===== src/rtl/core/ttb_pkg.sv =====
// ----------------------------------------------------------------------------
// ttb_pkg: shared types and constants for the triangle tangent basis block
// Number formats, sequencer and divider state codes, and the control and
// status groups that pass between the sequencer and its arithmetic units.
// ----------------------------------------------------------------------------
package ttb_pkg;

   // Q16.16 field and the full Q32.32 product / difference format.
   localparam int unsigned FieldWidth = 32;
   localparam int unsigned ProdWidth  = 64;
   localparam int unsigned FracBits   = 16;
   localparam int unsigned QuotBits   = 32;

   typedef logic signed [FieldWidth-1:0] q16_type;
   typedef logic signed [ProdWidth-1:0]  q32_type;

   // Vector geometry: three axes, tangent then bitangent components.
   localparam int unsigned AxisCount = 3;
   localparam int unsigned CompCount = 2 * AxisCount;

   typedef logic [$clog2(AxisCount)-1:0] axis_type;
   typedef logic [$clog2(CompCount)-1:0] comp_type;

   localparam comp_type CompFirstBitan = comp_type'(AxisCount);
   localparam comp_type CompLast       = comp_type'(CompCount - 1);

   // Corner counter codes.
   typedef logic [1:0] corner_type;
   localparam corner_type CornerFirst  = 2'd0;
   localparam corner_type CornerSecond = 2'd1;
   localparam corner_type CornerThird  = 2'd2;

   // Divider step counter.
   typedef logic [$clog2(QuotBits)-1:0] div_count_type;
   localparam div_count_type DivStepLast = div_count_type'(QuotBits - 1);

   typedef enum logic [2:0] {
      SEQ_IDLE,
      SEQ_MUL_A,
      SEQ_MUL_B,
      SEQ_ACC,
      SEQ_CHECK,
      SEQ_DIV_START,
      SEQ_DIV_WAIT,
      SEQ_DONE
   } seq_state_type;

   typedef enum logic [2:0] {
      DIV_IDLE,
      DIV_PREP,
      DIV_CHECK,
      DIV_RUN,
      DIV_DONE
   } div_state_type;

   // Control of the shared multiply / subtract unit.
   typedef struct packed {
      logic mul_en;
      logic acc_load;
      logic acc_sub;
   } mac_ctrl_type;

   // Status of the serial divider.
   typedef struct packed {
      logic busy;
      logic done;
   } div_status_type;

endpackage


===== src/rtl/core/ttb_mac.sv =====
// ----------------------------------------------------------------------------
// ttb_mac: shared multiply and subtract unit
// One registered 32x32 signed multiply, followed by an accumulator that can
// load the product or subtract it, forming a*b - c*d.
// ----------------------------------------------------------------------------
module ttb_mac (
   input  logic                  clock,
   input  ttb_pkg::q16_type      op_a,
   input  ttb_pkg::q16_type      op_b,
   input  ttb_pkg::mac_ctrl_type ctrl,
   output ttb_pkg::q32_type      acc
);
   import ttb_pkg::*;

   q32_type prod_ff, prod_in;
   q32_type acc_ff, acc_in;

   always_comb begin
      prod_in = prod_ff;
      acc_in  = acc_ff;
      if (ctrl.mul_en) begin
         prod_in = q32_type'(op_a) * q32_type'(op_b);
      end
      if (ctrl.acc_load) begin
         acc_in = prod_ff;
      end else if (ctrl.acc_sub) begin
         acc_in = acc_ff - prod_ff;
      end
   end

   always_ff @(posedge clock) begin
      prod_ff <= prod_in;
      acc_ff  <= acc_in;
   end

   assign acc = acc_ff;

endmodule


===== config.mk =====
export PLATFORM = sky130hd
export DESIGN_NAME = ttb_mac
export DESIGN_NICKNAME = d
export VERILOG_FILES = /design/src/rtl/core/ttb_pkg.sv /design/src/rtl/core/ttb_mac.sv
export SDC_FILE = /design/constraint.sdc
export NUM_CORES = 2
export LEC_CHECK = 0
export BUFFER_PORTS_ARGS = -buffer_cell sky130_fd_sc_hd__buf_2
export CAP_MARGIN = 0
export CORE_MARGIN = 1
export CORE_UTILIZATION = 50
export DETAILED_ROUTE_END_ITERATION = 6
export PLACE_DENSITY = 0.72
export SLEW_MARGIN = 0
export SYNTH_ARGS = -nofsm -noshare
export SYNTH_HDL_FRONTEND = slang
export SYNTH_SLANG_ARGS = --single-unit

===== constraint.sdc =====
create_clock -name clock -period 17.52 [get_ports clock]
set_input_delay 1.752 -clock clock [delete_from_list [all_inputs] [get_ports clock]]
set_output_delay 1.752 -clock clock [all_outputs]
set_load 0.005 [all_outputs]

# Word-level counts from Yosys, hierarchy flattened
# Cells that the tools add are included.
[totals] reg_bits=128 inputBits=68 out_inout_bits=64 word_cells=7
[classes] n_addsub=1 mul=1 mux=2 reduce_logical=1
[ops] cell="2-to-1 mux 64 bit" n=2
[ops] cell="multiplier 32 x 32 -> 64 bit" n=1
[ops] cell="subtractor 64 bit" n=1
[ops] cell="nonzero test 2 bit" n=1

# Longest topological paths before layout
[logic_depth] word_depth=3 depth_mapped=29 mapped_depth_nobuf=27

# Worst setup path after synthesis
# OpenSTA, ideal clock, no wires.
[synth_path] path_kind="input -> register" startpoint="input port op_a[31]" endpoint="register prod_ff[57], data pin" setup_ns=0.258 t_arrival_ns=8.893 required_ns=17.262 setup_slack_ns=8.370 cell_stages=25 path_buffers=2 path_cell_list="clkbuf_1 nand2_1 inv_1 fa_1 inv_1 fa_1 inv_1 fa_1 fa_1 inv_1 fa_1 inv_1 fa_1 fa_1 fa_1 ha_1 clkbuf_1 a21o_1 a21o_1 a21oi_1 o21ai_0 o41ai_1 o221ai_1 a21oi_1 xnor2_1"
[synth_between] elab_chain_len=1
[synth_rtl] item="start, declared" line_no="ttb_mac.sv:8" text="input ttb_pkg::q16_type op_a,"
[synth_rtl] item="multiplier 32 x 32 -> 64 bit" line_no="ttb_mac.sv:22" text="prod_in = q32_type'(op_a) * q32_type'(op_b);"
[synth_rtl] item="end signal, assigned" line_no="ttb_mac.sv:32" text="prod_ff <= prod_in;"
[synth_rtl] item="end, declared" line_no="ttb_mac.sv:15" text="q32_type prod_ff, prod_in;"
# Every way passes these cells.
# A chain may end at the register's enable or synchronous reset.

# Worst setup path after layout
[layout_path] startpoint="input port op_b[5]" endpoint="register prod_ff[57], data pin"
[layout_between] elab_chain_len=1
[layout_rtl] item="start, declared" line_no="ttb_mac.sv:9" text="input ttb_pkg::q16_type op_b,"
[layout_rtl] item="multiplier 32 x 32 -> 64 bit" line_no="ttb_mac.sv:22"
# Every way passes these cells.

==> key figures <==
Worst setup path
  • Worst path max stage delay: 840 ps
  • Worst Setup End Kind: register
  • R2r startpoint: acc[10]
  • Critical path arrival: 10,200 ps
  • Most frequent CP cell: fa_1
  • Worst-path fanout max: 32
  • R2R Setup Slk: 13,370 ps
  • Path depth of the worst reg2reg path: 11
  • Required @ worst endpoint: 17,710 ps
  • Worst Setup Path Type: primary input to register
  • Worst setup SP type: primary input
  • RR Endpoint: acc[63]
  • CP top delay family: adder cells
  • Worst path slowest cell: fa_1
  • Crit-path cells: buf_2, nand2_1, inv_1, fa_1, inv_1, fa_1, inv_1, fa_1, fa_1, inv_1, fa_1, inv_1, fa_1, fa_1, fa_1, ha_1, a21o_1, a21o_1, a21oi_1, o21ai_0, o41ai_1, o221ai_1, a21oi_1, xnor2_1
  • Worst Path Buf+Inv: 6

Yosys
  • EDFF count, synth: 128
  • Top cells by area, synth: fa_1 (49%), inv_1 (8.9%), edfxtp_1 (8.6%)
  • Asr flop ratio synth: 0%
  • FF+latch count, synth: 128
  • Post-Syn Instances: 4,746
  • Cell Area, Synth: 44,500 sq um
  • Yosys Warn Count: 0
  • Post-synthesis sequential area ratio: 8.63%
  • Main synth FF type: edfxtp_1
  • Yosys top cell by area: fa_1
  • Distinct cells, synth: 70
  • Synth top area share: 48.7%
  • Syn Nets: 6,144
  • Synthesized area per cell: 9.38 sq um

Finish
  • Final std cell area, no fill: 46,400 sq um
  • Cell Count, Final, Fillers Out: 5,843
  • End-of-flow core utilization: 52.6%
  • Most common cell after layout, fill and taps aside: fa_1
  • Layout Nets: 6,062
  • Most frequent cells in the layout: fa_1 (1,083), inv_1 (1,057), nand2_1 (618)
  • Share of cells above drive strength 1: 4.17%
  • Area Overhead vs Synth: 4.22%

Placed design
  • Number of port buffers: 131
  • DPL Wire Length: 93.0 mm
  • Post-Place Cells: 5,810
  • Final Wtd Congestion: 0.942
  • Area after detailed placement: 45,800 sq um

STA
  • Final TNS setup: 0 ps
  • Relative slew slack: 34.5%
  • Fmax: 99.9 MHz
  • Fin. Hold Viols: 0
  • # setup viols final: 0
  • Final Skew: 10.2 ps
  • RSZ-0062 raised after global routing: no
  • Max Slew Vio Count: 0
  • Worst-Margin Slew: 977 ps
  • Final Critical Period: 10,010 ps
  • Final Cycle Share: 57.1%

Drt
  • Starting DRC count in detailed routing: 2,222
  • First-pass DRT Iterations: 5
  • Routed len/inst: 20.0 um
  • DRC viols: 0
  • Routed WL: 117 mm
  • Via count: 31,896
  • Antenna Nets Post-Route: 0
  • DR vias/cell: 5.46

Global route
  • Largest net degree at the start of global routing: 65
  • Total Routing Usage GR: 27.1%
  • First-pass GRT wire length: 191 mm
  • Grt ovf: 0
  • Initial antenna violation count: 4
  • Vias in the first global route: 34,803

Clock tree
  • CTS tree: yes
  • Sink Count: 128
  • Post-CTS Setup Bufs: 0
  • Number of CTS-inserted buffers: 17
  • Clock tree buffer depth: 2
  • Clk_lat worst skew: 440 ps
  • Clock transition at path regs: 60 ps
  • Post-CTS resize count: 0
  • Root Buffer: clkbuf_16
  • Cts hold-fix bufs: 0
  • H-tree depth: 4

Die
  • Die Area: 90,200 sq um
  • Row cnt: 109
  • Die width: 300 um
  • IO Count: 132
  • CORE AREA: 88,200 sq um
  • Die H: 300 um
  • Initial core utilization: 50.5%

Hold path
  • HP Class: register to register
  • Hold depth: 2
  • Hold Path Origin: prod_ff[14]
  • Hold Path End: acc[14]

Job
  • Max Cap Violations: 0

Run status
  • Status: completed
worst max-delay path by stage:
stage,slack [ps],end,depth (start not counted),from
2_1_floorplan,8370,prod_ff[57],25,op_a[31]
3_3_place_gp,7240,prod_ff[57],24,op_b[5]
3_5_place_dp,7080,prod_ff[57],24,op_b[5]
4_1_cts,7530,prod_ff[57],24,op_b[5]
5_1_grt,7020,prod_ff[57],24,op_b[5]
6_report,7510,prod_ff[57],24,op_b[5]
cell families (layout without fill, tap and decap cells):
kind of cell | count (synthesis) | after routing | share of synthesized area [%]
DFF | 128 | 128 | 8.63
and+or+nand+nor | 1384 | 1384 | 15.4
muxes | 5 | 5 | 0.115
xor gates and xnor gates | 116 | 116 | 2.28
buffers and inverters | 1301 | 1232 | 11.0
AOI/OAI and AO/OA | 482 | 482 | 6.93
adders and majority gates | 1330 | 1330 | 55.6
other | 0 | 1 | 0
layout make-up:
cell class              instances  area [sq um]
well taps                    1165          1460
multi-input cells            3317         35800
clock buffers                  17           425
diodes                          1          2.50
repair buffers                142           741
flip-flops and latches        128          3840
inverters                    1058          3970
fillers                      7896         41800
clock inverters                15           166
state kept, by name, indices dropped and copies added, names as in the netlist:
name and cells:
acc 64, prod_ff 64
tightest hold or removal path: stages (launching register included):
cell	delay, ps
edfxtp_1	340
nand2_1	50
o21ai_0	60
through the flow:
stage	hold WS [ps]	setup WS (ps)
2_1_floorplan	521	8370
3_3_place_gp	531	7240
3_5_place_dp	546	7080
4_1_cts	560	7530
5_1_grt	590	7020
6_report	556	7510
cells in the mapped netlist, types with 9 or more instances:
| cell | instances |
|---|---|
| fa_1 | 1083 |
| inv_1 | 1057 |
| nand2_1 | 618 |
| and2_1 | 517 |
| ha_1 | 247 |
| clkbuf_1 | 242 |
| a21oi_1 | 137 |
| edfxtp_1 | 128 |
| o21ai_0 | 120 |
| nor2_1 | 89 |
| xnor2_1 | 79 |
| a21o_1 | 73 |
| xor2_1 | 37 |
| nand4_1 | 30 |
| nand3_1 | 29 |
| o21bai_1 | 26 |
| nor3_1 | 18 |
| and3_1 | 17 |
| o21a_1 | 16 |
| nand2b_1 | 14 |
| a211oi_1 | 13 |
| a31oi_1 | 13 |
| o211ai_1 | 13 |
| and4_1 | 12 |
| nor2b_1 | 11 |
| or3_1 | 10 |
| o31ai_1 | 9 |
layer usage:
| metal | GRT usage (%) | part of all wire (%) |
|---|---|---|
| met1 | 37.7 | 42 |
| met2 | 42.0 | 45 |
| met3 | 8.15 | 11 |
| met4 | 5.90 | 2.0 |
| met5 | 0 | 0.034 |
Power is not shown: default switching activity piles up to over one toggle a cycle in this logic, so the estimate is an artifact.
