$ cat config.mk
export PLATFORM = sky130hd
export DESIGN_NAME = ttb_div
export DESIGN_NICKNAME = d
export VERILOG_FILES = /design/src/rtl/core/ttb_pkg.sv /design/src/rtl/core/ttb_div.sv
export SDC_FILE = /design/constraint.sdc
export NUM_CORES = 1
export LEC_CHECK = 0
export ABC_AREA = 1
export BUFFER_PORTS_ARGS = -buffer_cell sky130_fd_sc_hd__clkbuf_2
export CORE_MARGIN = 2
export CORE_UTILIZATION = 55
export CTS_CLUSTER_SIZE = 24
export DETAILED_ROUTE_END_ITERATION = 6
export PLACE_DENSITY = 0.77
export SETUP_SLACK_MARGIN = 0.05
export SLEW_MARGIN = 0
export SYNTH_ARGS = -nofsm -noshare
export SYNTH_HDL_FRONTEND = slang
export SYNTH_SLANG_ARGS = --single-unit
$ cat constraint.sdc
create_clock -name clock -period 8.2 [get_ports clock]
set_input_delay 0.82 -clock clock [delete_from_list [all_inputs] [get_ports clock]]
set_output_delay 0.82 -clock clock [all_outputs]
set_load 0.05 [all_outputs]
$ cat src/rtl/core/ttb_pkg.sv
// ----------------------------------------------------------------------------
// ttb_pkg: shared types and constants for the triangle tangent basis block
// Number formats, sequencer and divider state codes, and the control and
// status groups that pass between the sequencer and its arithmetic units.
// ----------------------------------------------------------------------------
package ttb_pkg;

   // Q16.16 field and the full Q32.32 product / difference format.
   localparam int unsigned FieldWidth = 32;
   localparam int unsigned ProdWidth  = 64;
   localparam int unsigned FracBits   = 16;
   localparam int unsigned QuotBits   = 32;

   typedef logic signed [FieldWidth-1:0] q16_type;
   typedef logic signed [ProdWidth-1:0]  q32_type;

   // Vector geometry: three axes, tangent then bitangent components.
   localparam int unsigned AxisCount = 3;
   localparam int unsigned CompCount = 2 * AxisCount;

   typedef logic [$clog2(AxisCount)-1:0] axis_type;
   typedef logic [$clog2(CompCount)-1:0] comp_type;

   localparam comp_type CompFirstBitan = comp_type'(AxisCount);
   localparam comp_type CompLast       = comp_type'(CompCount - 1);

   // Corner counter codes.
   typedef logic [1:0] corner_type;
   localparam corner_type CornerFirst  = 2'd0;
   localparam corner_type CornerSecond = 2'd1;
   localparam corner_type CornerThird  = 2'd2;

   // Divider step counter.
   typedef logic [$clog2(QuotBits)-1:0] div_count_type;
   localparam div_count_type DivStepLast = div_count_type'(QuotBits - 1);

   typedef enum logic [2:0] {
      SEQ_IDLE,
      SEQ_MUL_A,
      SEQ_MUL_B,
      SEQ_ACC,
      SEQ_CHECK,
      SEQ_DIV_START,
      SEQ_DIV_WAIT,
      SEQ_DONE
   } seq_state_type;

   typedef enum logic [2:0] {
      DIV_IDLE,
      DIV_PREP,
      DIV_CHECK,
      DIV_RUN,
      DIV_DONE
   } div_state_type;

   // Control of the shared multiply / subtract unit.
   typedef struct packed {
      logic mul_en;
      logic acc_load;
      logic acc_sub;
   } mac_ctrl_type;

   // Status of the serial divider.
   typedef struct packed {
      logic busy;
      logic done;
   } div_status_type;

endpackage

$ cat src/rtl/core/ttb_div.sv
// ----------------------------------------------------------------------------
// ttb_div: serial Q16.16 divider
// Computes num * 2^16 / den truncated toward zero and saturated to 32 bits,
// one quotient bit per cycle with a restoring 64-bit subtract.
// ----------------------------------------------------------------------------
module ttb_div (
   input  logic                    clock,
   input  logic                    reset,
   input  logic                    start,
   input  ttb_pkg::q32_type        num,
   input  ttb_pkg::q32_type        den,
   output ttb_pkg::q16_type        quot,
   output ttb_pkg::div_status_type status
);
   import ttb_pkg::*;

   localparam logic [QuotBits-1:0] QuotPosLim = {1'b0, {(QuotBits-1){1'b1}}};
   localparam logic [QuotBits-1:0] QuotNegLim = {1'b1, {(QuotBits-1){1'b0}}};

   div_state_type       state_ff, state_in;
   q32_type             num_ff, num_in;
   q32_type             den_ff, den_in;
   logic [ProdWidth-1:0] rem_ff, rem_in;
   logic [ProdWidth-1:0] dmag_ff, dmag_in;
   logic [FracBits-1:0] low_ff, low_in;
   logic [QuotBits-1:0] quot_ff, quot_in;
   div_count_type       count_ff, count_in;
   logic                neg_ff, neg_in;
   logic                ovf_ff, ovf_in;
   q16_type             result_ff, result_in;
   logic                done_ff, done_in;

   always_comb begin
      logic [ProdWidth-1:0] nmag;
      logic [ProdWidth-1:0] trial;
      logic [ProdWidth:0]   diff;
      logic [QuotBits-1:0]  lim;
      logic [QuotBits-1:0]  mag;
      logic                 over;

      state_in  = state_ff;
      num_in    = num_ff;
      den_in    = den_ff;
      rem_in    = rem_ff;
      dmag_in   = dmag_ff;
      low_in    = low_ff;
      quot_in   = quot_ff;
      count_in  = count_ff;
      neg_in    = neg_ff;
      ovf_in    = ovf_ff;
      result_in = result_ff;
      done_in   = 1'b0;
      nmag      = num_ff[ProdWidth-1] ? (~num_ff + 1'b1) : num_ff;
      trial     = {rem_ff[ProdWidth-2:0], low_ff[FracBits-1]};
      diff      = {1'b0, trial} - {1'b0, dmag_ff};
      lim       = neg_ff ? QuotNegLim : QuotPosLim;
      mag       = (ovf_ff || (quot_ff > lim)) ? lim : quot_ff;
      over      = (rem_ff >= dmag_ff);

      case (state_ff)
         DIV_IDLE: begin
            if (start) begin
               num_in   = num;
               den_in   = den;
               state_in = DIV_PREP;
            end
         end
         DIV_PREP: begin
            dmag_in  = den_ff[ProdWidth-1] ? (~den_ff + 1'b1) : den_ff;
            rem_in   = nmag >> FracBits;
            low_in   = nmag[FracBits-1:0];
            neg_in   = num_ff[ProdWidth-1] ^ den_ff[ProdWidth-1];
            state_in = DIV_CHECK;
         end
         DIV_CHECK: begin
            // A whole-part quotient of 2^16 or more cannot fit: skip the loop.
            ovf_in   = over;
            quot_in  = '0;
            count_in = '0;
            state_in = over ? DIV_DONE : DIV_RUN;
         end
         DIV_RUN: begin
            if (!diff[ProdWidth]) begin
               rem_in  = diff[ProdWidth-1:0];
               quot_in = {quot_ff[QuotBits-2:0], 1'b1};
            end else begin
               rem_in  = trial;
               quot_in = {quot_ff[QuotBits-2:0], 1'b0};
            end
            low_in   = {low_ff[FracBits-2:0], 1'b0};
            count_in = count_ff + 1'b1;
            if (count_ff == DivStepLast) begin
               state_in = DIV_DONE;
            end
         end
         DIV_DONE: begin
            result_in = neg_ff ? q16_type'(~mag + 1'b1) : q16_type'(mag);
            done_in   = 1'b1;
            state_in  = DIV_IDLE;
         end
         default: begin
            state_in = DIV_IDLE;
         end
      endcase
   end

   always_ff @(posedge clock) begin
      if (reset) begin
         state_ff <= DIV_IDLE;
         done_ff  <= 1'b0;
      end else begin
         state_ff <= state_in;
         done_ff  <= done_in;
      end
      num_ff    <= num_in;
      den_ff    <= den_in;
      rem_ff    <= rem_in;
      dmag_ff   <= dmag_in;
      low_ff    <= low_in;
      quot_ff   <= quot_in;
      count_ff  <= count_in;
      neg_ff    <= neg_in;
      ovf_ff    <= ovf_in;
      result_ff <= result_in;
   end

   assign quot        = result_ff;
   assign status.busy = (state_ff != DIV_IDLE);
   assign status.done = done_ff;

endmodule

# Yosys cells after proc, flatten, opt, wreduce, memory -nomap -nowiden
# Cells that the tools add are included.
[word_totals] reg_bits=347 input_bits=131 output_inout_bits=34 elab_cells=54
[op_classes] addsub=5 n_lt_le_gt_ge=2 eq_ne=7 muxes=16 bitwise_logic=4 reduce_logical=7
[op_table] cell="64-bit by 1-bit adder with 64-bit output, second input constant" n=2
[op_table] cell="64-bit two-way mux" n=2
[op_table] cell="64-bit NOT" n=2
[op_table] cell="64-bit one-hot mux with 2 select lines" n=1
[op_table] cell="32-bit two-way mux" n=3
[op_table] cell="64-bit by 64-bit subtractor with 65-bit output" n=1
[op_table] cell="64-bit >= comparator" n=1
[op_table] cell="32-bit one-hot mux with 2 select lines" n=1
[op_table] cell="63-bit two-way mux" n=1
[op_table] cell="32-bit by 1-bit adder with 32-bit output, second input constant" n=1
[op_table] cell="32-bit > comparator" n=1
[op_table] cell="32-bit NOT" n=1
[op_table] cell="16-bit one-hot mux with 2 select lines" n=1
[op_table] cell="3-bit one-hot mux with 4 select lines" n=1
[op_table] cell="5-bit one-hot mux with 2 select lines" n=1
[op_table] cell="3-bit two-way mux" n=3
[op_table] cell="3-bit by 2-bit equality test with 1-bit output, second input constant" n=2
[op_table] cell="5-bit by 1-bit adder with 5-bit output, second input constant" n=1
[op_table] cell="5-bit equality test, second input constant" n=1
[op_table] cell="2-bit inequality test, second input constant" n=2
[op_table] cell="2-bit AND reduction" n=2
[op_table] cell="2-bit nonzero test" n=2
[op_table] cell="3-bit by 1-bit equality test with 1-bit output, second input constant" n=1
[op_table] cell="3-bit equality test, second input constant" n=1
[op_table] cell="5 further kinds" n=6

# Depth between registers and ports, before layout
[logic_depth] word_depth=7 ltp_mapped=32 depth_no_buf=28

# Least setup slack after synthesis
# Ideal clock, no wire load.
[synth_timing] path_kind="reg-to-reg" from="register state_ff[0]" to="register dmag_ff[0], enable pin" setup_time_ps=488 arrival_time_ps=7022 required_time_ps=7712 slack_ps=690 stages_incl_launch_ff=5 n_path_buf=0 synth_period_minus_slack_ps=7510 cell_sequence="dfxtp_1 inv_1 nor2_1 inv_1 nor2_1"
[synth_via] elab_chain_cells=1
[synth_rtl] element="start: declaration" line="ttb_div.sv:20" rtl="div_state_type state_ff, state_in;"
[synth_rtl] element="start signal: assignment" line="ttb_div.sv:112" rtl="state_ff <= state_in;"
[synth_rtl] element="3-bit by 1-bit equality test with 1-bit output" line="ttb_div.sv:60" rtl="case (state_ff)"
[synth_rtl] element="end signal: assignment" line="ttb_div.sv:118" rtl="dmag_ff <= dmag_in;"
[synth_rtl] element="end: declaration" line="ttb_div.sv:24" rtl="logic [ProdWidth-1:0] dmag_ff, dmag_in;"
# Every way passes these cells.
# A chain may end at the register's enable or synchronous reset.

# Worst setup path in the final report
[layout_timing] from="register neg_ff" to="register result_ff[24] (netlist: quot[24]) (data pin)"
[layout_via] elab_chain_cells=7
[layout_rtl] element="start: declaration" line="ttb_div.sv:28" rtl="logic neg_ff, neg_in;"
[layout_rtl] element="start signal: assignment" line="ttb_div.sv:122" rtl="neg_ff <= neg_in;"
[layout_rtl] element="32-bit two-way mux" line="ttb_div.sv:56" rtl="lim = neg_ff ? QuotNegLim : QuotPosLim;"
[layout_rtl] element="32-bit > comparator" line="ttb_div.sv:57" rtl="mag = (ovf_ff || (quot_ff > lim)) ? lim : quot_ff;"
[layout_rtl] element="1-bit logical OR" line="ttb_div.sv:57"
[layout_rtl] element="32-bit two-way mux" line="ttb_div.sv:57"
[layout_rtl] element="32-bit NOT" line="ttb_div.sv:97" rtl="result_in = neg_ff ? q16_type'(~mag + 1'b1) : q16_type'(mag);"
[layout_rtl] element="32-bit by 1-bit adder with 32-bit output" line="ttb_div.sv:97"
[layout_rtl] element="32-bit two-way mux (*)" line="ttb_div.sv:97"
[layout_rtl] element="end signal: assignment" line="ttb_div.sv:124" rtl="result_ff <= result_in;"
[layout_rtl] element="end: declaration" line="ttb_div.sv:30" rtl="q16_type result_ff, result_in;"
# Every way passes the cells marked *; elsewhere a longest branch is shown, timed or not.

==> impl_metrics.yaml <==
run_status:
  status: "finished, final reports clean"
layout:
  synthToLayoutAreaGrowth_pct: 11.2
  drive_above_1_share_pct: 9.61
  final_cell_mix: "501 x nand2_1, 424 x inv_1, 391 x nor2_1"
  nets: 3398
  final_common_cell: "nand2_1"
  n_antenna_cell: 0
setup_path:
  crit_fanout: 64
  path_buf_inv: 3
  worstSetupPathType: "register to register"
  crit_required_ns: 8.50
  cp_slowest_cell: "buf_4"
  path_cells: "buf_4 -> inv_1 -> ha_1 -> a21oi_1 -> o21a_1 -> nand2_1 -> a21oi_1 -> nand2_2 -> nand2_4 -> nand2_2 -> nand2_4 -> nand2_1 -> inv_1 -> ha_1 -> nand2_1 -> nor2_2 -> nand2_2 -> nor2_4 -> nand2_2 -> nand2_2 -> nand2_1 -> nand2_1 -> nand2_1"
  arrival_ns: 5.23
  crit_top_cell: "nand2_1"
  max_stage_delay_ns: 0.53
  start_kind: "register"
  cpLargestDelayFamily: "simple AND/OR/NAND/NOR gates"
  end_kind: "register"
die:
  std_cell_rows: 76
  dieHeight_um: 213
  start_util_pct: 55.8
  die_area_um2: 45400
  core_um2: 43100
  io_pins: 165
  dieWidth_um: 213
detailed_routing:
  drc: 0
  ant_nets: 0
  drt_wl_total_um: 67900
  dr_total_vias: 21000
  wl_per_cell_um: 18.3
  drtIter0Drc: 1920
  first_pass_iters: 6
  via_per_inst: 5.66
yosys:
  synth.avg_cell_area_um2: 8.16
  synth_adder_area_share_pct: 8.67
  synthCells: 2947
  synth.area.top_cells: "edfxtp_1 43%, ha_1 8.6%, nand2_1 7.8%, inv_1 6.6%, nor2_1 6.2%"
  syn-num-nets: 3244
  synth-compound-area-share_pct: 12.9
  synth_xor_area_share_pct: 4.44
  netlist_area_um2: 24000
  ys_types: 58
  synth_flop_cell: "edfxtp_1"
  synth_seq_cells: 347
  ys.warnings.count: 0
  synthSimpleGateAreaFrac_pct: 22.8
  netlist.area_leader.share_pct: 42.8
  synth_top_cell_by_area: "edfxtp_1"
  synth_mux_area_share_pct: 0
  async_flop_share_pct: 0
  synth_edf_count: 343
  yosysSeqAreaShare_pct: 43.2
  synth_top_family_by_area: "simple AND/OR/NAND/NOR gates"
placed_design:
  gp_congestion: 0.979
  hpwl_um: 54000
  portBuffers: 164
global_route:
  grt.busiest_layer: "met2"
  grt_util_met2_pct: 51.0
  antenna_found_initial: 0
  grt_use_met3_pct: 3.53
  grt_pass1_vias: 19900
  grt_pass1_wl_um: 106000
  grtUsageMet1_pct: 40.1
  gr-total-overflow: 0
  grt_max_degree: 89
  grtUsageTotal_pct: 30.0
power_and_ir_drop:
  leakage_nw: 11.4
  peakVddDrop_uv: 261
  p_per_area_nw_per_um2: 400
  power.total_mw: 10.7
sta:
  worst-slew-pin-transition_ns: 1.04
  max_freq_mhz: 203
  finalSetupViolations: 0
  grt_setup_unrepaired: "no"
  fin_skew_ns: 0.0156
  fin_crit_ns: 4.93
  tns_ns: 0
  finalMaxSlewViolations: 0
  slew-limit-headroom_pct: 30.0
  finalCritPeriodShare_pct: 60.1
  hold_viol: 0
clock_network:
  clkTransAtPathRegs_ns: 0.06
  cts_tree: "yes"
  clock_path_buffers: 3
  post_cts.repair.setup_buffers: 0
  cts_buffers: 39
  hold_buffers: 0
  cts_root_buf: "clkbuf_16"
  cts.htree.levels: 2
  clock-sinks: 347
  post_cts_resized: 0
  clock_latency_ns: 0.56
run:
  cap_violations: 0
min_path:
  hold_class: "primary input to register"
registers in the layout (all words and copies together), names as in the netlist, 3 cells and up:
register	cells
count_ff	5
den_ff	64
dmag_ff	64
low_ff	16
num_ff	64
quot	32
quot_ff	32
rem_ff	64
state_ff	3
layout make-up:
cell class / count / area [um2]
fillers: 3804 / 16400
multi-input cells: 2109 / 11800
flip-flops and latches: 347 / 10400
inverters: 428 / 1610
clock buffers: 52 / 1080
repair buffers: 176 / 911
well taps: 585 / 732
clock inverters: 19 / 238
path summary, 6_finish.rpt:
kind / slack, ns / end / cells after the start / startpoint
max reg2reg: 3.27 / quot[24] / 23 / neg_ff
min reg2reg: 0.53 / low_ff[2] / 2 / low_ff[1]
min: 0.43 / num_ff[5] / 1 / num[5]
max: 3.27 / quot[24] / 23 / neg_ff
synth_stat cells, types with 3 or more instances:
cell type  number
nand2_1       501
inv_1         424
nor2_1        395
edfxtp_1      343
a21oi_1       216
o21ai_0       209
ha_1          165
nand3_1       157
xnor2_1        61
xor2_1         61
nor3_1         58
nand4_1        57
clkbuf_1       29
nor4_1         28
o211ai_1       24
o21ai_1        21
a31oi_1        19
o21a_1         16
nor2_2         15
buf_1          12
buf_2          12
nand2_2        10
a21o_1          9
or2_2           8
nand3b_1        7
buf_6           6
nand3_2         6
o31ai_1         5
a211oi_1        4
a21oi_2         4
and2_1          4
buf_4           4
dfxtp_1         4
inv_2           4
o21ai_2         4
o311ai_0        4
a21boi_0        3
a221oi_1        3
a31o_2          3
and3_1          3
nor3_4          3
o221ai_1        3
routing by layer:
layer / vias to the layer above / part of all wire (%)
met5: - / 0
met4: 0 / 2.6
met3: 100 / 6.3
met2: 788 / 48
met1: 9785 / 43
li1: 10300 / -
worst register-to-register path: cells and delay by family (launching register included):
kind / cells / cell delay [ns]
compound gates: 3 / 0.44
fa+ha+maj: 2 / 0.60
buf+inv: 3 / 1.15
flops: 1 / 0.32
simple gates: 15 / 2.15
through the flow:
step,util (%),hold slack [ns],setup WS [ns],area (um2),instances
floorplan,-,0.426,0.690,24000,2947
global placement,59.0,0.510,3.53,25400,3645
detailed placement,59.0,0.517,3.34,25400,3645
CTS,62.0,0.403,3.32,26700,3716
global route,62.0,0.416,2.74,26700,3716
finish,62.0,0.427,3.27,26700,3716
cell families after synthesis:
family	after synthesis
buffers and inverters	491
DFF	347
and+or+nand+nor	1263
AOI/OAI and AO/OA	558
xor gates and xnor gates	122
adders and majority gates	166
where the power goes:
part | switching, mW | internal, mW
registers | 0.444 | 2.81
logic | 3.89 | 1.75
clock network | 0.710 | 1.09
Note: power is estimated with default switching activity, not from simulation.
